### src/hdl/sfla_pkg.sv
package sfla_pkg;

    localparam int TABLE_SIZE = 26;
    localparam int OVERLAP    = 20;
    localparam int PCT_SCALE  = 100;

    localparam logic [8:0] LINK_NONE = 9'd256;
    localparam logic [6:0] PCT_FULL  = 7'd100;

    localparam logic KIND_ALLOC = 1'b0;
    localparam logic KIND_FREE  = 1'b1;

    localparam logic [1:0] STATUS_OK       = 2'd0;
    localparam logic [1:0] STATUS_FULL     = 2'd1;
    localparam logic [1:0] STATUS_BAD_FREE = 2'd2;

    typedef logic [2:0] bucket_tab_t [TABLE_SIZE];

    typedef enum logic [2:0] {
        ST_IDLE,
        ST_LOOKUP,
        ST_PREP,
        ST_DIVIDE,
        ST_FINISH
    } state_t;

endpackage

### src/hdl/slot_free_list_allocator_unit.sv
// channel   ports                                        direction
// request   s_valid s_ready s_kind s_slot                in
// result    m_valid m_ready m_granted_slot m_status      out
//           m_free_slots m_occupancy_percent m_bucket
//           m_pool_full m_pool_empty
// config    cfg_we cfg_wdata                             in
//
// one request at a time; the link memory read issues at acceptance, then the lookup state
// does the update, the prep state forms the numerator, seven divide steps follow and the finish
// state loads the result register; no new request is taken until the unit is back in idle.
// a request is accepted while a result waits; it then stalls in the finish state until drained.
// reset (aresetn low, synchronous) gives slot count min(256,SLOTS) and an all-free pool;
// the link memory needs no clearing, the init horizon covers untouched slots.
module slot_free_list_allocator_unit
    import sfla_pkg::*;
#(
    parameter int SLOTS   = 256,
    parameter int BUCKETS = 8
) (
    input  logic       aclk,
    input  logic       aresetn,

    input  logic       cfg_we,
    input  logic [8:0] cfg_wdata,

    input  logic       s_valid,
    output logic       s_ready,
    input  logic       s_kind,
    input  logic [7:0] s_slot,

    output logic       m_valid,
    input  logic       m_ready,
    output logic [7:0] m_granted_slot,
    output logic [1:0] m_status,
    output logic [8:0] m_free_slots,
    output logic [6:0] m_occupancy_percent,
    output logic [2:0] m_bucket,
    output logic       m_pool_full,
    output logic       m_pool_empty
);

    localparam int MEM_DEPTH = (SLOTS < 256) ? SLOTS : 256;
    localparam int AW        = $clog2(MEM_DEPTH);
    localparam logic [8:0] COUNT_TOP = 9'(MEM_DEPTH);
    localparam int DIV_D     = PCT_SCALE * BUCKETS;
    localparam int NUDGE     = (TABLE_SIZE * OVERLAP + 2 * DIV_D - 2) / DIV_D;
    localparam logic [2:0] BUCKET_TOP = 3'(BUCKETS - 1);

    function automatic bucket_tab_t build_table(input logic lower);
        bucket_tab_t tab;
        int c;
        int b;
        for (int i = 0; i < TABLE_SIZE; i++) begin
            if (lower) begin
                c = (i > NUDGE) ? i - NUDGE : 0;
            end else begin
                c = (i + NUDGE < TABLE_SIZE - 1) ? i + NUDGE : TABLE_SIZE - 1;
            end
            b = c * BUCKETS / TABLE_SIZE;
            if (b > BUCKETS - 1) begin
                b = BUCKETS - 1;
            end
            tab[i] = 3'(b);
        end
        return tab;
    endfunction

    localparam bucket_tab_t LOWER_TAB = build_table(1'b1);
    localparam bucket_tab_t UPPER_TAB = build_table(1'b0);

    state_t state_reg, state_next;

    logic [8:0] slot_count_reg, slot_count_next;
    logic [7:0] head_slot_reg, head_slot_next;
    logic       head_valid_reg, head_valid_next;
    logic [8:0] horizon_reg, horizon_next;
    logic [8:0] free_total_reg, free_total_next;

    logic       kind_reg, kind_next;
    logic [7:0] slot_reg, slot_next;
    logic [7:0] granted_reg, granted_next;
    logic [1:0] status_reg, status_next;

    logic [14:0] rem_reg, rem_next;
    logic [6:0]  quo_reg, quo_next;
    logic [2:0]  step_reg, step_next;

    logic       m_valid_reg, m_valid_next;
    logic [7:0] m_granted_reg, m_granted_next;
    logic [1:0] m_status_reg, m_status_next;
    logic [8:0] m_free_reg, m_free_next;
    logic [6:0] m_pct_reg, m_pct_next;
    logic [2:0] m_bucket_reg, m_bucket_next;
    logic       m_full_reg, m_full_next;
    logic       m_empty_reg, m_empty_next;

    // link memory, one read port and one write port
    logic [8:0]    link_mem [MEM_DEPTH];
    logic [8:0]    link_rd_reg;
    logic          mem_re;
    logic          mem_we;
    logic [AW-1:0] mem_rd_addr;
    logic [AW-1:0] mem_wr_addr;
    logic [8:0]    mem_wr_data;

    logic        s_accept;
    logic        out_open;
    logic        alloc_fail;
    logic        free_fail;
    logic [8:0]  horizon_inc;
    logic [8:0]  cfg_limited;
    logic [15:0] num_full;
    logic [15:0] div_shift;
    logic        div_ge;
    logic [6:0]  pct;
    logic [4:0]  pct_idx;
    logic [2:0]  bucket_sel;

    assign s_accept = s_valid && s_ready;
    assign out_open = !m_valid_reg || m_ready;

    always_ff @(posedge aclk) begin
        if (mem_we) begin
            link_mem[mem_wr_addr] <= mem_wr_data;
        end
        if (mem_re) begin
            link_rd_reg <= link_mem[mem_rd_addr];
        end
    end

    // next state
    always_comb begin
        state_next = state_reg;
        unique case (state_reg)
            ST_IDLE: begin
                if (s_valid) begin
                    state_next = ST_LOOKUP;
                end
            end
            ST_LOOKUP: state_next = ST_PREP;
            ST_PREP:   state_next = ST_DIVIDE;
            ST_DIVIDE: begin
                if (step_reg == 3'd0) begin
                    state_next = ST_FINISH;
                end
            end
            ST_FINISH: begin
                if (out_open) begin
                    state_next = ST_IDLE;
                end
            end
            default:   state_next = ST_IDLE;
        endcase
    end

    // control outputs
    always_comb begin
        s_ready     = 1'b0;
        mem_re      = 1'b0;
        mem_we      = 1'b0;
        mem_rd_addr = head_slot_reg[AW-1:0];
        mem_wr_addr = slot_reg[AW-1:0];
        mem_wr_data = head_valid_reg ? {1'b0, head_slot_reg} : LINK_NONE;
        unique case (state_reg)
            ST_IDLE: begin
                s_ready = 1'b1;
                mem_re  = s_valid;
            end
            ST_LOOKUP: begin
                mem_we = (kind_reg == KIND_FREE) && !free_fail;
            end
            ST_PREP, ST_DIVIDE, ST_FINISH: begin
            end
            default: begin
            end
        endcase
    end

    assign alloc_fail  = (free_total_reg == 9'd0) || !head_valid_reg
                         || ({1'b0, head_slot_reg} >= slot_count_reg);
    assign free_fail   = ({1'b0, slot_reg} >= slot_count_reg)
                         || (free_total_reg >= slot_count_reg);
    assign horizon_inc = horizon_reg + 9'd1;

    always_comb begin
        priority if (cfg_wdata < 9'd2) begin
            cfg_limited = 9'd2;
        end else if (cfg_wdata > COUNT_TOP) begin
            cfg_limited = COUNT_TOP;
        end else begin
            cfg_limited = cfg_wdata;
        end
    end

    // ceil numerator: free * 100 + count - 1
    assign num_full  = 16'(free_total_reg) * 16'(PCT_SCALE) + 16'(slot_count_reg) - 16'd1;
    assign div_shift = 16'(slot_count_reg) << step_reg;
    assign div_ge    = {1'b0, rem_reg} >= div_shift;

    assign pct     = PCT_FULL - quo_reg;
    assign pct_idx = pct[6:2];

    always_comb begin
        if (32'(pct_idx) >= TABLE_SIZE) begin
            bucket_sel = BUCKET_TOP;
        end else if (kind_reg == KIND_FREE) begin
            bucket_sel = LOWER_TAB[pct_idx];
        end else begin
            bucket_sel = UPPER_TAB[pct_idx];
        end
    end

    // datapath
    always_comb begin
        slot_count_next = slot_count_reg;
        head_slot_next  = head_slot_reg;
        head_valid_next = head_valid_reg;
        horizon_next    = horizon_reg;
        free_total_next = free_total_reg;
        kind_next       = kind_reg;
        slot_next       = slot_reg;
        granted_next    = granted_reg;
        status_next     = status_reg;
        rem_next        = rem_reg;
        quo_next        = quo_reg;
        step_next       = step_reg;
        m_valid_next    = m_valid_reg && !m_ready;
        m_granted_next  = m_granted_reg;
        m_status_next   = m_status_reg;
        m_free_next     = m_free_reg;
        m_pct_next      = m_pct_reg;
        m_bucket_next   = m_bucket_reg;
        m_full_next     = m_full_reg;
        m_empty_next    = m_empty_reg;

        unique case (state_reg)
            ST_IDLE: begin
                if (s_accept) begin
                    kind_next = s_kind;
                    slot_next = s_slot;
                end
            end
            ST_LOOKUP: begin
                granted_next = 8'd0;
                status_next  = STATUS_OK;
                if (kind_reg == KIND_ALLOC) begin
                    if (alloc_fail) begin
                        status_next = STATUS_FULL;
                    end else begin
                        granted_next = head_slot_reg;
                        if ({1'b0, head_slot_reg} == horizon_reg) begin
                            // untouched region, hand out in order
                            horizon_next = horizon_inc;
                            if (horizon_inc >= slot_count_reg) begin
                                head_valid_next = 1'b0;
                            end else begin
                                head_slot_next = horizon_inc[7:0];
                            end
                        end else if (link_rd_reg[8]) begin
                            head_valid_next = 1'b0;
                        end else begin
                            head_slot_next = link_rd_reg[7:0];
                        end
                        free_total_next = free_total_reg - 9'd1;
                    end
                end else begin
                    if (free_fail) begin
                        status_next = STATUS_BAD_FREE;
                    end else begin
                        head_slot_next  = slot_reg;
                        head_valid_next = 1'b1;
                        free_total_next = free_total_reg + 9'd1;
                    end
                end
            end
            ST_PREP: begin
                rem_next  = num_full[14:0];
                quo_next  = 7'd0;
                step_next = 3'd6;
            end
            ST_DIVIDE: begin
                if (div_ge) begin
                    rem_next = 15'({1'b0, rem_reg} - div_shift);
                end
                quo_next  = {quo_reg[5:0], div_ge};
                step_next = step_reg - 3'd1;
            end
            ST_FINISH: begin
                if (out_open) begin
                    m_valid_next   = 1'b1;
                    m_granted_next = granted_reg;
                    m_status_next  = status_reg;
                    m_free_next    = free_total_reg;
                    m_pct_next     = pct;
                    m_bucket_next  = bucket_sel;
                    m_full_next    = (free_total_reg == 9'd0);
                    m_empty_next   = (free_total_reg == slot_count_reg);
                end
            end
            default: begin
            end
        endcase

        // writing the slot count re-initializes the pool
        if (cfg_we) begin
            slot_count_next = cfg_limited;
            head_slot_next  = 8'd0;
            head_valid_next = 1'b1;
            horizon_next    = 9'd0;
            free_total_next = cfg_limited;
        end
    end

    always_ff @(posedge aclk) begin
        if (!aresetn) begin
            state_reg      <= ST_IDLE;
            slot_count_reg <= COUNT_TOP;
            head_slot_reg  <= 8'd0;
            head_valid_reg <= 1'b1;
            horizon_reg    <= 9'd0;
            free_total_reg <= COUNT_TOP;
            m_valid_reg    <= 1'b0;
        end else begin
            state_reg      <= state_next;
            slot_count_reg <= slot_count_next;
            head_slot_reg  <= head_slot_next;
            head_valid_reg <= head_valid_next;
            horizon_reg    <= horizon_next;
            free_total_reg <= free_total_next;
            m_valid_reg    <= m_valid_next;
        end
    end

    always_ff @(posedge aclk) begin
        kind_reg      <= kind_next;
        slot_reg      <= slot_next;
        granted_reg   <= granted_next;
        status_reg    <= status_next;
        rem_reg       <= rem_next;
        quo_reg       <= quo_next;
        step_reg      <= step_next;
        m_granted_reg <= m_granted_next;
        m_status_reg  <= m_status_next;
        m_free_reg    <= m_free_next;
        m_pct_reg     <= m_pct_next;
        m_bucket_reg  <= m_bucket_next;
        m_full_reg    <= m_full_next;
        m_empty_reg   <= m_empty_next;
    end

    assign m_valid             = m_valid_reg;
    assign m_granted_slot      = m_granted_reg;
    assign m_status            = m_status_reg;
    assign m_free_slots        = m_free_reg;
    assign m_occupancy_percent = m_pct_reg;
    assign m_bucket            = m_bucket_reg;
    assign m_pool_full         = m_full_reg;
    assign m_pool_empty        = m_empty_reg;

endmodule

### config.mk
export PLATFORM = sky130hd
export DESIGN_NAME = slot_free_list_allocator_unit
export DESIGN_NICKNAME = d
export VERILOG_FILES = /design/src/hdl/sfla_pkg.sv /design/src/hdl/slot_free_list_allocator_unit.sv
export SDC_FILE = /design/constraint.sdc
export NUM_CORES = 2
export LEC_CHECK = 0
export ABC_CLOCK_PERIOD_IN_PS = 10100
export BUFFER_PORTS_ARGS = -buffer_cell sky130_fd_sc_hd__buf_2
export CAP_MARGIN = 20
export CORE_MARGIN = 2
export CORE_UTILIZATION = 30
export CTS_CLUSTER_SIZE = 10
export DETAILED_ROUTE_END_ITERATION = 10
export SLEW_MARGIN = 15
export SYNTH_ARGS = -nofsm -noshare
export SYNTH_HDL_FRONTEND = slang
export SYNTH_SLANG_ARGS = --single-unit
### constraint.sdc
create_clock -name aclk -period 10.1 [get_ports aclk]
set_clock_uncertainty 0.05 [all_clocks]
set_input_delay 1.515 -clock aclk [delete_from_list [all_inputs] [get_ports aclk]]
set_output_delay 1.515 -clock aclk [all_outputs]
set_load 0.05 [all_outputs]
* After elaboration in Yosys (flattened, before gate mapping) *
Memory sizes are Yosys's and may differ from the RTL's. A register that Yosys moved wholly into a read port is not among the register bits.
Cells that the tools add are included.
W data, S select, Z words.

operators by class
  $add $sub $neg = 8
  multiply operators = 1
  magnitude comparators = 9
  eq/ne operators = 17
  shift-type cells = 1
  multiplexer cells = 43
  bitwise logic cells = 4
  reductions and logical operators = 27

operators with widths
  kind                     number
  $mux W9                  8
  $mux W8                  6
  $pmux W15 S2             1
  $mux W3                  8
  $add A9 B1 Y9 const B    2
  $ge A8 B9 Y1             2
  $ge A9 B9 Y1             2
  $ge A15 B16 Y1           1
  $shl A9 B3 Y16           1
  $add A15 B9 Y15          1
  $mux W15                 1
  $pmux W3 S5              1
  $sub A15 B1 Y15 const B  1
  $sub A15 B15 Y15         1
  $mux W1                  14
  $pmux W7 S2              1
  $mul A9 B5 Y13 const B   1
  $ne A2 B2 Y1 const B     6
  $reduce_and A5 Y1        2
  $eq A8 B9 Y1             1
  $eq A9 B9 Y1             1
  $gt A9 B9 Y1 const B     1
  $logic_not A9 Y1         1
  $lt A9 B2 Y1 const B     1
  24 further kinds         45

word-level totals
  register bits after elaboration = 115
  bits in writable memories = 2304
  memory bits (read-only) = 192
  input bits = 23
  output and inout bits = 33
  word-level logic and storage cells = 134
  memories kept = 3

memory list
  name             depth  width  read ports  clocked after memory_dff  write ports  line                                  source
  link_mem         256    9      1           1                         1            slot_free_list_allocator_unit.sv:98   logic [8:0] link_mem [MEM_DEPTH];
  (no name shown)  32     3      1           0                         0            slot_free_list_allocator_unit.sv:209  bucket_sel = UPPER_TAB[pct_idx];
  (no name shown)  32     3      1           0                         0            slot_free_list_allocator_unit.sv:207  bucket_sel = LOWER_TAB[pct_idx];

* Depth between registers and ports, before layout *
  depth after elaboration = 7
  depth in mapped cells = 17

* Worst setup path after synthesis *
Ideal clock, no wire load.

  path kind = reg-to-reg
  start = register head_valid_reg
  end = memory link_mem[0][0], data pin
  setup time = 1271 ps
  arrival time = 8880 ps
  path slack = -101 ps
  cell stages (with the launch flop) = 3
  path buffers = 0
  clock period less this slack = 10201 ps
  cells stage by stage = dfxtp_1 -> inv_1 -> nor2_1

on the way
  longest elaborated chain between the ends = 1

ends and longest elaborated chain
  what                      line                                  source
  start: declaration        slot_free_list_allocator_unit.sv:75   logic head_valid_reg, head_valid_next;
  start signal: assignment  slot_free_list_allocator_unit.sv:327  head_valid_reg <= head_valid_next;
  $mux W9                   slot_free_list_allocator_unit.sv:163  mem_wr_data = head_valid_reg ? {1'b0, head_slot_reg} : LINK_NONE;
  named net mem_wr_data[0]  slot_free_list_allocator_unit.sv:104  logic [8:0] mem_wr_data;
  end: declaration          slot_free_list_allocator_unit.sv:98

The timed path passes the listed nets, and every way through them passes these cells.

* Worst setup path in the final report *
  start = register slot_reg[5], in the netlist mem_wr_addr[5]
  end = memory link_mem[190][5] (enable)

on the way
  longest elaborated chain between the ends = 7

ends and longest elaborated chain
  what                           line                                  source
  start: declaration             slot_free_list_allocator_unit.sv:80   logic [7:0] slot_reg, slot_next;
  start signal: assignment       slot_free_list_allocator_unit.sv:336  slot_reg <= slot_next;
  $ge A8 B9 Y1                   slot_free_list_allocator_unit.sv:181  assign free_fail = ({1'b0, slot_reg} >= slot_count_reg)
  $logic_or A1 B1 Y1             slot_free_list_allocator_unit.sv:182  || (free_total_reg >= slot_count_reg);
  $logic_not A1 Y1               slot_free_list_allocator_unit.sv:170  mem_we = (kind_reg == KIND_FREE) && !free_fail;
  $logic_and A1 B1 Y1            slot_free_list_allocator_unit.sv:170
  $mux W1                        slot_free_list_allocator_unit.sv:164  unique case (state_reg)
  $mux W1                        slot_free_list_allocator_unit.sv:123  if (mem_we) begin
  $mux W1 (implied by the code)  slot_free_list_allocator_unit.sv:124  link_mem[mem_wr_addr] <= mem_wr_data;

Several ways; a longest one is shown, not always the timed one.

==> out/results.txt <==
Clk buf depth: 4
Sequential area share after synthesis: 74.5%
CTS Buf Count: 297
Root Buffer: clkbuf_16
Lkg Pwr: 0.0328 uW
Crit path launch type: register
Delay of the slowest critical-path stage: 0.93 ns
Slowest cell on the critical path: nor2_1
Post-CTS sizing: 0
Final instance area: 0.111 sq mm
Crit path top cell by count: a21o_1
Final Net Count: 4951
Final Worst Setup Slack: 4.66 ns
WHS: 0.375 ns
Number of flops mapped to enable cells by yosys: 2388
Max_slew headroom: 23.2%
Status: finished with violations
Syn Nets: 4707
Initial core utilization: 30.1%
Commonest register cell after synthesis: edfxtp_1
Routed vias: 46600
TritonRoute pass-1 iters: 9
Peak supply drop: 177 uV
First-pass GRT wire length: 343000 um
Synth area leader: edfxtp_1
Placed Instances: 8825
Post-synth top area share: 73.7%
Final Max Slew Viols: 0
P&R area growth vs syn: 14.3%
Synthesized flop and latch total: 2428
R2R setup slack: 4.66 ns
Hold Buf Count CTS: 0
Drt wl/cell: 25.7 um
Crit-path max FO: 16
Ratio of cells with drive above 1 in the final layout: 25.9%
Cell Pwr Density: 197 mW/mm^2
Cell Area, Placed: 0.103 sq mm
Hold Fails Final Rpt: 0
Worst setup path category: register to register
CTS Sinks: 2428
Die area: 0.329 sq mm
Post-synth cell types: 61
ANT nets after route: 0
# Max-Cap Violations: 0
Chip height: 574 um
Die X-Extent: 574 um
Period minus WS final: 5.44 ns
Syn. warnings: 0
Unrepaired setup endpoints after global routing: no
CP required: 10.56 ns
Peak Freq: 184 MHz
Synthesized instance count: 4562
DRC Markers: 2
Max FFs per register: 2304
# port buffers: 55
Post-synth ARST share: 0%
CTS H-tree depth: 5
Final HPWL DP: 140000 um
Place WS: 4.64 ns
DRT iter0 DRCs: 5234
Crit end category: register
Clk pin slew, worst setup/hold paths: 0.05 ns
CP cell instances: ha_1, a21o_1, a21o_1, a221oi_1, o31ai_1, a2111o_1, nor3_2, nand3_1, nor2_1
Ranking of synthesized cells by area: edfxtp_1 74%, mux4_2 17%, ha_1 1.5%
Routed WL: 237000 um
Avg Inst Size Synth: 21.3 sq um
GRT Util Overall: 14.1%
Largest net degree at the start of global routing: 225
Hold Crit Class: register to register
Fin cells: 9201
Number of I/O pins: 56
Post-CTS Setup Inserts: 0
Total gr overflow: 0
Failing checks: design-rule violations
CTS tree: built
Crit path DAT: 5.90 ns
GP Congestion: 0.834
Worst-Margin Slew: 1.15 ns
Final period utilization: 53.8%
CORE AREA: 0.323 sq mm
Initial antenna violation count: 10
Cell Area, Synth: 0.0974 sq mm
Cell Rows: 209
Insertion delay to the later sink of the worst-skew pair: 0.94 ns
Vias/cell: 5.07
Final Setup Violations: 0
Vias in the first global route: 47500
Setup TNS: 0 ns
==> placed cells by master (no fill, tap or decap), drive strengths merged, types with 23 or more instances in the layout <==
cell type,count
buf,180
xor2,32
nor2b,23
dfxtp,40
mux2i,84
ha,115
o21ai,54
edfxtp,2388
nor3,25
a21oi,66
nor2,324
clkbuf,330
xnor2,34
nand2,92
a22oi,31
inv,77
mux4,721
==> where the power goes <==
group | leakage [uW] | internal (uW) | switching (uW)
logic | 0.00749 | 599 | 917
registers | 0.0215 | 11100 | 79.3
clock network | 0.00388 | 5390 | 3750
==> Yosys cell counts (5+ instances only) <==
library cell,instances
o21bai_1,6
clkbuf_1,97
mux4_2,721
buf_2,72
mux2i_1,84
nand4_1,11
o21a_1,5
buf_4,7
a31oi_1,6
and4_1,8
o21ai_0,54
and3_1,18
a21o_1,22
nand3_1,22
o211a_1,6
nor2b_1,23
a211oi_1,20
nor3_1,21
xnor2_1,34
inv_1,71
nor2_1,324
buf_1,51
a21boi_0,5
dfxtp_1,40
fa_1,7
o211ai_1,6
nand2_1,92
and2_1,19
a2111oi_0,7
nor3b_1,6
nand2b_1,15
xor2_1,32
edfxtp_1,2388
buf_6,8
ha_1,115
a21oi_1,66
a22oi_1,31
==> cells by family after synthesis <==
kind of cell | share of synthesized area [%]
fa+ha+maj | 1.62
buf+inv | 1.36
compound gates | 1.74
xor+xnor | 0.617
mux | 17.6
simple gates | 2.61
flops | 74.5
==> per-stage QoR <==
step           util (%)  power, uW
6_report           34.4      21900
5_1_grt            34.4      22500
4_1_cts            34.3      22000
3_5_place_dp       31.9      12900
3_3_place_gp       31.9      12900
2_1_floorplan         -      12500
==> layer usage <==
layer / up-vias / wire (um) / global-route usage (%)
met5: - / 0 / 0
met4: 0 / 6930 / 4.58
met3: 405 / 17200 / 2.58
met2: 1894 / 113000 / 22.3
met1: 25000 / 100000 / 19.6
li1: 19400 / - / -
==> path summary, 6_finish.rpt <==
| path | from | end | cells after the start |
|---|---|---|---|
| hold reg to reg | granted_reg[4]$_SDFFCE_PN0P_ | m_granted_slot[4]$_DFFE_PP_ | 0 |
| setup / recovery | mem_wr_addr[5]$_DFFE_PP_ | link_mem[190][5]$_DFFE_PP_ | 9 |
| setup reg to reg | mem_wr_addr[5]$_DFFE_PP_ | link_mem[190][5]$_DFFE_PP_ | 9 |
| hold / removal | granted_reg[4]$_SDFFCE_PN0P_ | m_granted_slot[4]$_DFFE_PP_ | 0 |
==> area by class of cell <==
| type | count | area, sq um |
|---|---|---|
| Timing Repair Buffer | 180 | 1480 |
| Tap cell | 4325 | 5410 |
| Clock buffer | 330 | 7680 |
| Multi-Input combinational cell | 1827 | 23600 |
| Fill cell | 29800 | 212000 |
| Clock inverter | 21 | 224 |
| Antenna cell | 18 | 45.0 |
| Inverter | 72 | 274 |
| Sequential cell | 2428 | 72500 |
==> worst max-delay path, delay by kind of cell, from the launching register on <==
family	cells	cell delay (ns)
AND/OR/NAND/NOR	3	2.59
AO/OA/AOI/OAI	5	1.47
flip-flops	1	0.62
adder cells (fa/ha/maj)	1	0.29
Power figures use the tool's default switching activity.
